File: src/hw/rtl/dti_ram.sv
`timescale 1ns / 1ps

module dti_ram #(
   parameter int WIDTH = 8,
   parameter int DEPTH = 16
) (
   input  logic                     clock,
   input  logic                     wr_en,
   input  logic [$clog2(DEPTH)-1:0] wr_addr,
   input  logic [WIDTH-1:0]         wr_data,
   input  logic                     rd_en,
   input  logic [$clog2(DEPTH)-1:0] rd_addr,
   output logic [WIDTH-1:0]         rd_data
);

   logic [WIDTH-1:0] mem_ff [DEPTH];
   logic [WIDTH-1:0] rd_data_ff;

   always_ff @(posedge clock) begin
      if (wr_en) begin
         mem_ff[wr_addr] <= wr_data;
      end
      if (rd_en) begin
         rd_data_ff <= mem_ff[rd_addr];
      end
   end

   assign rd_data = rd_data_ff;

endmodule
File: config.mk
export PLATFORM = sky130hd
export DESIGN_NAME = dti_ram
export DESIGN_NICKNAME = d
export VERILOG_FILES = /design/src/hw/rtl/dti_ram.sv
export SDC_FILE = /design/constraint.sdc
export NUM_CORES = 1
export LEC_CHECK = 0
export CORE_AREA = 2 2 122 124
export DETAILED_ROUTE_END_ITERATION = 10
export DIE_AREA = 0 0 124 126
export DONT_BUFFER_PORTS = 1
export MAX_ROUTING_LAYER = met4
export SLEW_MARGIN = 20
export SYNTH_ARGS = -nofsm -noshare
export SYNTH_HDL_FRONTEND = slang
export SYNTH_SLANG_ARGS = --single-unit
File: constraint.sdc
create_clock -name clock -period 2.1 [get_ports clock]
set_input_delay 0.315 -clock clock [delete_from_list [all_inputs] [get_ports clock]]
set_output_delay 0.315 -clock clock [all_outputs]
set_load 0.05 [all_outputs]
After elaboration in Yosys (flattened, before gate mapping)
Memories as Yosys holds them, arrays and structs flattened. A register that Yosys moved wholly into a read port is not among the register bits.
Index checks and enable logic that the tools add are counted.
Widths: inputs -> output; s select.
{"block": "word_totals", "inputBits": 19, "output_inout_bits": 8, "n_memories": 1, "elab_cells": 3, "rom_bits": 0, "ramBits": 128, "ff_bits": 0, "latch_bits": 0}
{"block": "op_classes", "n_div": 0, "n_mul": 0, "n_reduce_logical": 0, "eq_ne": 0, "n_addsub": 0, "n_bitwise": 0, "muxes": 2, "n_lt_le_gt_ge": 0, "n_shift": 0}
{"name": "mem_ff", "depth": 16, "word_bits": 8, "read_ports": 1, "rd_clocked_by_memory_dff": 1, "write_ports": 1, "line_no": "16", "rtl": "logic [WIDTH-1:0] mem_ff [DEPTH];"}
{"operator": "$mux 1", "n": 2}

Depth between registers and ports, before layout
Gate-level depths: netlist of run 1.
{"block": "depth", "ltp_word": 2, "ltp_mapped": 5}

Worst setup path before layout of run 1
OpenSTA, ideal clock, no wires.
{"block": "synth_timing", "kind": "input -> register", "start": "in wr_addr[2]", "end": "mem mem_ff[0][0], enable pin", "setup_ns": 0.383, "arrival_ns": 1.425, "setup_slack_ns": 0.292, "t_required_ns": 1.717, "path_stages": 2, "path_cell_list": "or3b_2 nor3_1"}
{"element": "start: declaration", "line_no": "9", "rtl": "input logic [$clog2(DEPTH)-1:0] wr_addr,"}
{"element": "end: declaration", "line_no": "16"}
No word-level cell before the write port.

==> results of run 1 <==
[state kept, by name (all words and copies together), names as in the netlist]
| register | cells |
|---|---|
| mem_ff | 128 |
| rd_data | 8 |
[through the flow]
stage	cell area, um2	hold slack [ns]	worst slack (ns)	total power [uW]
after floorplan	5230	0.414	0.292	3330
after global placement	5510	0.415	0.603	3350
after detailed placement	5510	0.415	0.594	3350
after CTS	6240	0.269	0.586	6570
after global routing	6240	0.285	0.499	6690
final	6240	0.286	0.597	6520
[cell usage in the layout (no fill, tap or decap)]
master,n
edfxtp_1,136
mux4_2,18
buf_4,18
clkbuf_16,17
a22oi_1,16
mux4_1,14
nor2_1,13
dlygate4sd3_1,10
nand2_1,9
bufinv_16,5
nor3_1,4
clkinvlp_4,3
nand3b_1,2
nand2b_1,2
clkinv_2,2
clkinv_4,2
nor2b_1,1
and2_1,1
and2b_1,1
nand3_1,1
or3b_2,1
clkinv_1,1
clkbuf_1,1
[layer usage]
metal,part of all wire [%],up-vias
li1,-,1052
met3,6.9,11
met2,49,82
met4,1.1,0
met5,0,-
met1,43,1279
[area by class of cell]
type / instances / share of cell area [%]
clock buffers: 18 / 6.88
clock inverters: 13 / 3.27
multi-input cells: 83 / 16.9
flip-flops and latches: 136 / 65.5
well taps: 184 / 3.69
repair buffers: 28 / 3.77
[where the power goes]
part           switching, uW  internal (uW)  total (uW)
clock                   1080           2090        3170
sequential              66.0           3060        3130
combinational            114            106         220
[synthesized netlist by cell type]
master	count	area share, %
edfxtp_1	136	78
mux4_2	18	7.8
a22oi_1	16	2.3
mux4_1	14	7.0
nor2_1	13	0.93
nand2_1	9	0.65
nor3_1	4	0.38
buf_2	3	0.29
buf_6	3	0.65
clkdlybuf4s25_2	3	0.57
nand2b_1	2	0.24
nand3b_1	2	0.29
and2_1	1	0.12
and2b_1	1	0.14
buf_4	1	0.14
nand3_1	1	0.096
nor2b_1	1	0.12
or3b_2	1	0.17
[worst max-delay path, cell delays in order, from the launching register on]
cell	delay, ns
edfxtp_1	0.36
mux4_2	0.46
a22oi_1	0.23
nand2_1	0.16
[cell families after synthesis]
group,share of synthesized area [%]
simple gates,3.14
compound gates,2.30
flops,78.1
mux,14.8
buf+inv,1.65
[worst min-delay path by stage]
| stage | to | cells past startpoint |
|---|---|---|
| 6_report | mem_ff[8][5]$_DFFE_PP_ | 2 |
| 5_1_grt | mem_ff[0][0]$_DFFE_PP_ | 2 |
| 4_1_cts | mem_ff[8][6]$_DFFE_PP_ | 2 |
| 3_5_place_dp | mem_ff[7][7]$_DFFE_PP_ | 0 |
| 3_3_place_gp | mem_ff[6][7]$_DFFE_PP_ | 0 |
| 2_1_floorplan | mem_ff[0][0]$_DFFE_PP_ | 0 |
[what timing repair did]
action / in CTS / in global routing
resized for setup: 0 / 0
hold endpoints to repair: 134 / 0
hold buffers: 10 / 0
endpoints found under the setup margin: 0 / 0
==> tab_implementation.tex, run 1 <==
\begin{tabular}{lr}
\hline
Metric & Value \\
\hline
\multicolumn{2}{l}{\textbf{Floorplan}} \\
\quad Core outline area & 0.0143 mm2 \\
\quad Number of standard-cell rows in the floorplan & 44 \\
\quad Die width & 124 um \\
\quad Die area & 0.0156 mm2 \\
\quad Initial Utilization & 36.5\% \\
\quad Die span in y & 126 um \\
\quad Top-level I/O count & 27 \\
\multicolumn{2}{l}{\textbf{CTS}} \\
\quad Number of clock sinks seen by CTS & 136 \\
\quad CTS tree & done \\
\quad Clock H-tree levels & 4 \\
\quad Maximum buffer depth of the clock tree & 2 \\
\quad Worst-Skew Late Latency & 0.41 ns \\
\quad Number of buffers inserted by post-CTS setup repair & 0 \\
\quad Root buffer cell & clkbuf\_16 \\
\quad Total CTS buffers & 17 \\
\quad Clock-pin transition on the worst setup and hold timing paths & 0.06 ns \\
\multicolumn{2}{l}{\textbf{Critical path}} \\
\quad Minimum setup slack among reg-to-reg paths & 0.60 ns \\
\quad Reg-to-reg critical path endpoint & rd\_data[7]\$\_DFFE\_PP\_ \\
\quad Type of origin of the critical path & flip-flop \\
\quad WP data required & 2.22 ns \\
\quad Type of the setup path with the least slack & flip-flop to flip-flop \\
\quad Critical path capture point type & flip-flop \\
\quad Crit path max fanout & 1 \\
\quad WP data arrival & 1.63 ns \\
\quad Critical register-to-register path startpoint & mem\_ff[8][7]\$\_DFFE\_PP\_ \\
\quad Worst reg2reg path depth & 3 \\
\quad Capture point of the worst path & rd\_data[7]\$\_DFFE\_PP\_ \\
\quad Worst setup path startpoint & mem\_ff[8][7]\$\_DFFE\_PP\_ \\
\multicolumn{2}{l}{\textbf{Timing}} \\
\quad RSZ-0062 raised after global routing & no \\
\quad Final Skew & 0.00601 ns \\
\quad Fmax & 0.666 GHz \\
\quad Summed negative setup slack over all endpoints & 0 ns \\
\quad Max-slew violation count & 0 \\
\quad Number of endpoints failing setup at the final stage & 0 \\
\quad Transition time at the pin with the least slew margin & 0.600 ns \\
\quad Final worst path period share & 71.6\% \\
\quad Tightest slew margin relative to the limit & 59.9\% \\
\quad Final hold violation count & 0 \\
\quad Clock period minus worst slack & 1.50 ns \\
\multicolumn{2}{l}{\textbf{Global routing}} \\
\quad Global routing met3 resource utilization & 5.62\% \\
\quad Routing usage on met1 & 19.4\% \\
\quad Initial antenna violation count & 0 \\
\quad Tot GR Track Use & 15.0\% \\
\quad Largest net degree at the start of global routing & 33 \\
\quad Via count of the first global-routing pass & 2604 \\
\quad First-pass GRT wire length & 15.7 mm \\
\quad Met2 Usage GRT & 22.3\% \\
\quad Remaining global-route overflow & 0 \\
\quad Most Crowded Layer GR & met2 \\
\multicolumn{2}{l}{\textbf{Finish}} \\
\quad Ant. Diodes & 0 \\
\quad Register area & 0.00408 mm2 \\
\quad Layout Cells excl Fill & 462 \\
\quad Number of fillers in the final layout & 1235 \\
\quad Final core utilization & 43.6\% \\
\quad Net count of the finished layout & 285 \\
\quad Relative area change from synthesis to final layout & 19.4\% \\
\quad Share of post-route cells with drive strength above 1 & 23.7\% \\
\quad Area of combinational cells with multiple inputs & 0.00106 mm2 \\
\multicolumn{2}{l}{\textbf{Detailed routing}} \\
\quad Number of violations reported at the end of detailed-routing iteration 0 & 218 \\
\quad Detailed-route via count & 2424 \\
\quad Final routed DRC violation total & 0 \\
\quad Number of nets with antenna violations after routing & 0 \\
\quad Per-cell routed wire length & 22.4 um \\
\quad Total wirelength of the detailed-routed design & 10.3 mm \\
\quad First drt pass iteration count & 4 \\
\quad Post-DR vias/cell & 5.25 \\
\multicolumn{2}{l}{\textbf{Place}} \\
\quad Total half-perimeter wirelength after legalization and detailed placement & 6.20 mm \\
\quad Cell count after placement & 421 \\
\quad Quantity of I/O buffers inserted on ports & 0 \\
\quad GPL Wtd Cong & 0.718 \\
\multicolumn{2}{l}{\textbf{Logic synthesis}} \\
\quad Post-Synthesis Cells & 229 \\
\quad Post-synth cell types & 18 \\
\quad Yosys warns & 0 \\
\quad Proportion of synthesized chip area in sequential cells & 78.1\% \\
\quad Net count of the mapped netlist & 248 \\
\quad Number of synthesized register bits & 136 \\
\quad Avg Cell Area, Syn & 22.8 um2 \\
\quad Post-Syn Area & 0.00523 mm2 \\
\multicolumn{2}{l}{\textbf{Flow run}} \\
\quad Max-capacitance violation count & 0 \\
\multicolumn{2}{l}{\textbf{Hold path}} \\
\quad Hold WC Path Type & input port to flip-flop \\
\quad Hold path start & wr\_addr[0] \\
\multicolumn{2}{l}{\textbf{Power}} \\
\quad Power density over cell area & 1040 mW/mm2 \\
\quad Max VDD drop & 0.000850 V \\
\quad Leak pwr & 0.00204 uW \\
\multicolumn{2}{l}{\textbf{Run status}} \\
\quad Result of the run & completed \\
\hline
\end{tabular}
Power figures use the tool's default switching activity.
==> inputs of run 2 (changes only) <==
==> constraint.sdc (replaced) <==
create_clock -name clock -period 1.21 [get_ports clock]
set_input_delay 0.1815 -clock clock [delete_from_list [all_inputs] [get_ports clock]]
set_output_delay 0.1815 -clock clock [all_outputs]
set_load 0.05 [all_outputs]
==> run 2 against run 1 <==
Critical path type unchanged. Clock-buffer cell count is the same. Utilization increased by 0.14 points. Critical endpoint is now rd_data[2]$_DFFE_PP_. Largest power group is now registers. The run now ends with negative setup slack left. Global-route usage is 0.057 points higher. Sequential share of layout area fell by 0.21 points.
==> tab_implementation.tex, run 2 (synthesized netlist as in run 1, its figures left out) <==
\begin{tabular}{lr}
\hline
Metric & Value \\
\hline
\multicolumn{2}{l}{\textbf{Run status}} \\
\quad Result of the run & finished, violations left (was completed) \\
\quad Violated checks & negative setup slack \\
\multicolumn{2}{l}{\textbf{CTS}} \\
\quad Number of clock sinks seen by CTS & 136 (unchanged) \\
\quad Worst-Skew Late Latency & 0.41 ns (about the same) \\
\quad Clock H-tree levels & 4 (unchanged) \\
\quad Root buffer cell & clkbuf\_16 (unchanged) \\
\quad CTS tree & done (unchanged) \\
\quad Clock-pin transition on the worst setup and hold timing paths & 0.06 ns (about the same) \\
\quad Total CTS buffers & 17 (unchanged) \\
\quad Number of buffers inserted by post-CTS setup repair & 0 (unchanged) \\
\quad Maximum buffer depth of the clock tree & 2 (unchanged) \\
\multicolumn{2}{l}{\textbf{Floorplan}} \\
\quad Number of standard-cell rows in the floorplan & 44 (unchanged) \\
\quad Top-level I/O count & 27 (unchanged) \\
\quad Die width & 124 um (unchanged) \\
\quad Die span in y & 126 um (unchanged) \\
\quad Initial Utilization & 36.5\% (unchanged) \\
\quad Core outline area & 0.0143 mm2 (unchanged) \\
\quad Die area & 0.0156 mm2 (unchanged) \\
\multicolumn{2}{l}{\textbf{Place}} \\
\quad Total half-perimeter wirelength after legalization and detailed placement & 6.25 mm (was 6.20 mm) \\
\quad Placed cell area & 0.00553 mm2 (was 0.00551 mm2) \\
\quad Pre-CTS setup slack & -0.268 ns (was 0.594 ns) \\
\quad GPL Wtd Cong & 0.721 (was 0.718) \\
\quad Quantity of I/O buffers inserted on ports & 0 (unchanged) \\
\multicolumn{2}{l}{\textbf{Finish}} \\
\quad Relative area change from synthesis to final layout & 19.7\% (was 19.4\%) \\
\quad Number of flip-flops in the largest register & 128 (unchanged) \\
\quad Final core utilization & 43.7\% (was 43.6\%) \\
\quad Net count of the finished layout & 282 (was 285) \\
\quad Area of all placed cells without fillers & 0.00626 mm2 (was 0.00624 mm2) \\
\quad Leading cell type in the layout, fill and taps excluded & edfxtp\_1 (unchanged) \\
\quad Ant. Diodes & 0 (unchanged) \\
\quad Most frequent cells in the layout & 136 x edfxtp\_1, 32 x mux4\_2, 17 x clkbuf\_16, 12 x buf\_4, 11 x a22oi\_2 (was 136 x edfxtp\_1, 18 x mux4\_2, 18 x buf\_4, 17 x clkbuf\_16, 16 x a22oi\_1) \\
\quad Most flop-heavy register & mem\_ff (unchanged) \\
\quad Share of post-route cells with drive strength above 1 & 34.8\% (was 23.7\%) \\
\multicolumn{2}{l}{\textbf{Power}} \\
\quad Leak pwr & 0.00198 uW (was 0.00204 uW) \\
\quad Max VDD drop & 0.00107 V (was 0.000850 V) \\
\quad Power density over cell area & 1750 mW/mm2 (was 1040 mW/mm2) \\
\quad Post-layout total power & 10900 uW (was 6520 uW) \\
\multicolumn{2}{l}{\textbf{Hold path}} \\
\quad Hold WC Path Type & input port to flip-flop (unchanged) \\
\multicolumn{2}{l}{\textbf{Critical path}} \\
\quad Minimum setup slack among reg-to-reg paths & -0.21 ns (was 0.60 ns) \\
\quad Crit path max fanout & 1 (unchanged) \\
\quad Type of the setup path with the least slack & flip-flop to flip-flop (unchanged) \\
\quad Critical register-to-register path startpoint & mem\_ff[11][2]\$\_DFFE\_PP\_ (was mem\_ff[8][7]\$\_DFFE\_PP\_) \\
\quad Critical path capture point type & flip-flop (unchanged) \\
\quad WP data required & 1.36 ns (was 2.22 ns) \\
\quad WP data arrival & 1.58 ns (was 1.63 ns) \\
\quad Type of origin of the critical path & flip-flop (unchanged) \\
\quad Capture point of the worst path & rd\_data[2]\$\_DFFE\_PP\_ (was rd\_data[7]\$\_DFFE\_PP\_) \\
\quad Worst reg2reg path depth & 3 (unchanged) \\
\quad Reg-to-reg critical path endpoint & rd\_data[2]\$\_DFFE\_PP\_ (was rd\_data[7]\$\_DFFE\_PP\_) \\
\quad Worst setup path startpoint & mem\_ff[11][2]\$\_DFFE\_PP\_ (was mem\_ff[8][7]\$\_DFFE\_PP\_) \\
\multicolumn{2}{l}{\textbf{Detailed routing}} \\
\quad First drt pass iteration count & 4 (unchanged) \\
\quad Per-cell routed wire length & 22.5 um (was 22.4 um) \\
\quad Number of nets with antenna violations after routing & 0 (unchanged) \\
\quad Detailed-route via count & 2394 (was 2424) \\
\quad Number of violations reported at the end of detailed-routing iteration 0 & 274 (was 218) \\
\quad Final routed DRC violation total & 0 (unchanged) \\
\quad Total wirelength of the detailed-routed design & 10.3 mm (about the same) \\
\quad Post-DR vias/cell & 5.20 (was 5.25) \\
\multicolumn{2}{l}{\textbf{Timing}} \\
\quad Transition time at the pin with the least slew margin & 0.938 ns (was 0.600 ns) \\
\quad Summed negative setup slack over all endpoints & -1.58 ns (was 0 ns) \\
\quad Tightest slew margin relative to the limit & 37.4\% (was 59.9\%) \\
\quad RSZ-0062 raised after global routing & yes (was no) \\
\quad Fmax & 0.702 GHz (was 0.666 GHz) \\
\quad Final hold violation count & 0 (unchanged) \\
\quad Post-route setup slack & -0.215 ns (was 0.597 ns) \\
\quad Number of endpoints failing setup at the final stage & 16 (was 0) \\
\quad Max-slew violation count & 0 (unchanged) \\
\quad Final worst path period share & 118\% (was 71.6\%) \\
\quad Clock period minus worst slack & 1.42 ns (was 1.50 ns) \\
\quad Final Skew & 0.00747 ns (was 0.00601 ns) \\
\multicolumn{2}{l}{\textbf{Global routing}} \\
\quad Remaining global-route overflow & 0 (unchanged) \\
\quad Initial antenna violation count & 0 (unchanged) \\
\quad Largest net degree at the start of global routing & 33 (unchanged) \\
\quad Via count of the first global-routing pass & 2578 (was 2604) \\
\quad First-pass GRT wire length & 16.0 mm (was 15.7 mm) \\
\quad Tot GR Track Use & 15.0\% (about the same) \\
\multicolumn{2}{l}{\textbf{Flow run}} \\
\quad Max-capacitance violation count & 0 (unchanged) \\
\hline
\end{tabular}
run 2: changes by cell type in the layout (fill, tap and decap cells not counted), moves of 2 or more:
cell       previous run  this run
nor2_1               13        10
buf_12                0         4
a22oi_1              16         5
nor3_1                4         0
mux4_1               14         0
a22oi_2               0        11
mux4_2               18        32
nor2_2                0         3
nor3_2                0         3
buf_4                18        12
bufinv_16             5         3
clkinv_1              1         3
run 2: repair_timing:
item | CTS | global route
gates resized for setup | 7 | 6
pin swaps | 3 | 3
setup endpoints to repair | 16 | 16
hold buffers | 9 | 0
hold endpoints to repair | 136 | 0
run 2: area by class of cell:
type | instances | area [um2]
clock buffers | 18 | 429
repair buffers | 25 | 260
clock inverters | 14 | 158
flip-flops and latches | 136 | 4080
fillers | 1257 | 8050
multi-input cells | 83 | 1100
well taps | 184 | 230
run 2: how the worst min path moves through the flow:
stage	startpoint	endpoint	slack (ns)	cells past startpoint
floorplan	wr_data[0]	mem_ff[0][0]$_DFFE_PP_	0.28	0
detailed placement	wr_data[2]	mem_ff[7][2]$_DFFE_PP_	0.28	0
global placement	wr_data[2]	mem_ff[6][2]$_DFFE_PP_	0.28	0
global route	wr_addr[1]	mem_ff[0][4]$_DFFE_PP_	0.09	2
finish	wr_addr[1]	mem_ff[0][2]$_DFFE_PP_	0.1	2
CTS	wr_addr[1]	mem_ff[0][2]$_DFFE_PP_	0.09	2
run 2: per-stage QoR:
step,hold slack [ns],std cells
2_1_floorplan,0.280,229
3_3_place_gp,0.282,419
3_5_place_dp,0.282,419
4_1_cts,0.0894,460
5_1_grt,0.0906,460
6_report,0.0982,460
run 2: where the power goes:
group / total (uW) / switching (uW) / internal (uW)
Sequential: 5430 / 112 / 5310
Clock: 5080 / 1870 / 3210
Combinational: 424 / 219 / 205
run 2: worst max-delay path, cell delays in order (launching register included):
cell,delay [ns]
edfxtp_1,0.39
mux4_2,0.50
a22oi_2,0.19
nand2_2,0.10
run 2: routing by layer:
metal	vias up	wire, um	GRT usage [%]
met5	-	0	-
met1	1271	4560	20.9
met2	77	4950	21.1
met3	10	732	4.94
li1	1036	-	-
met4	0	97	4.69
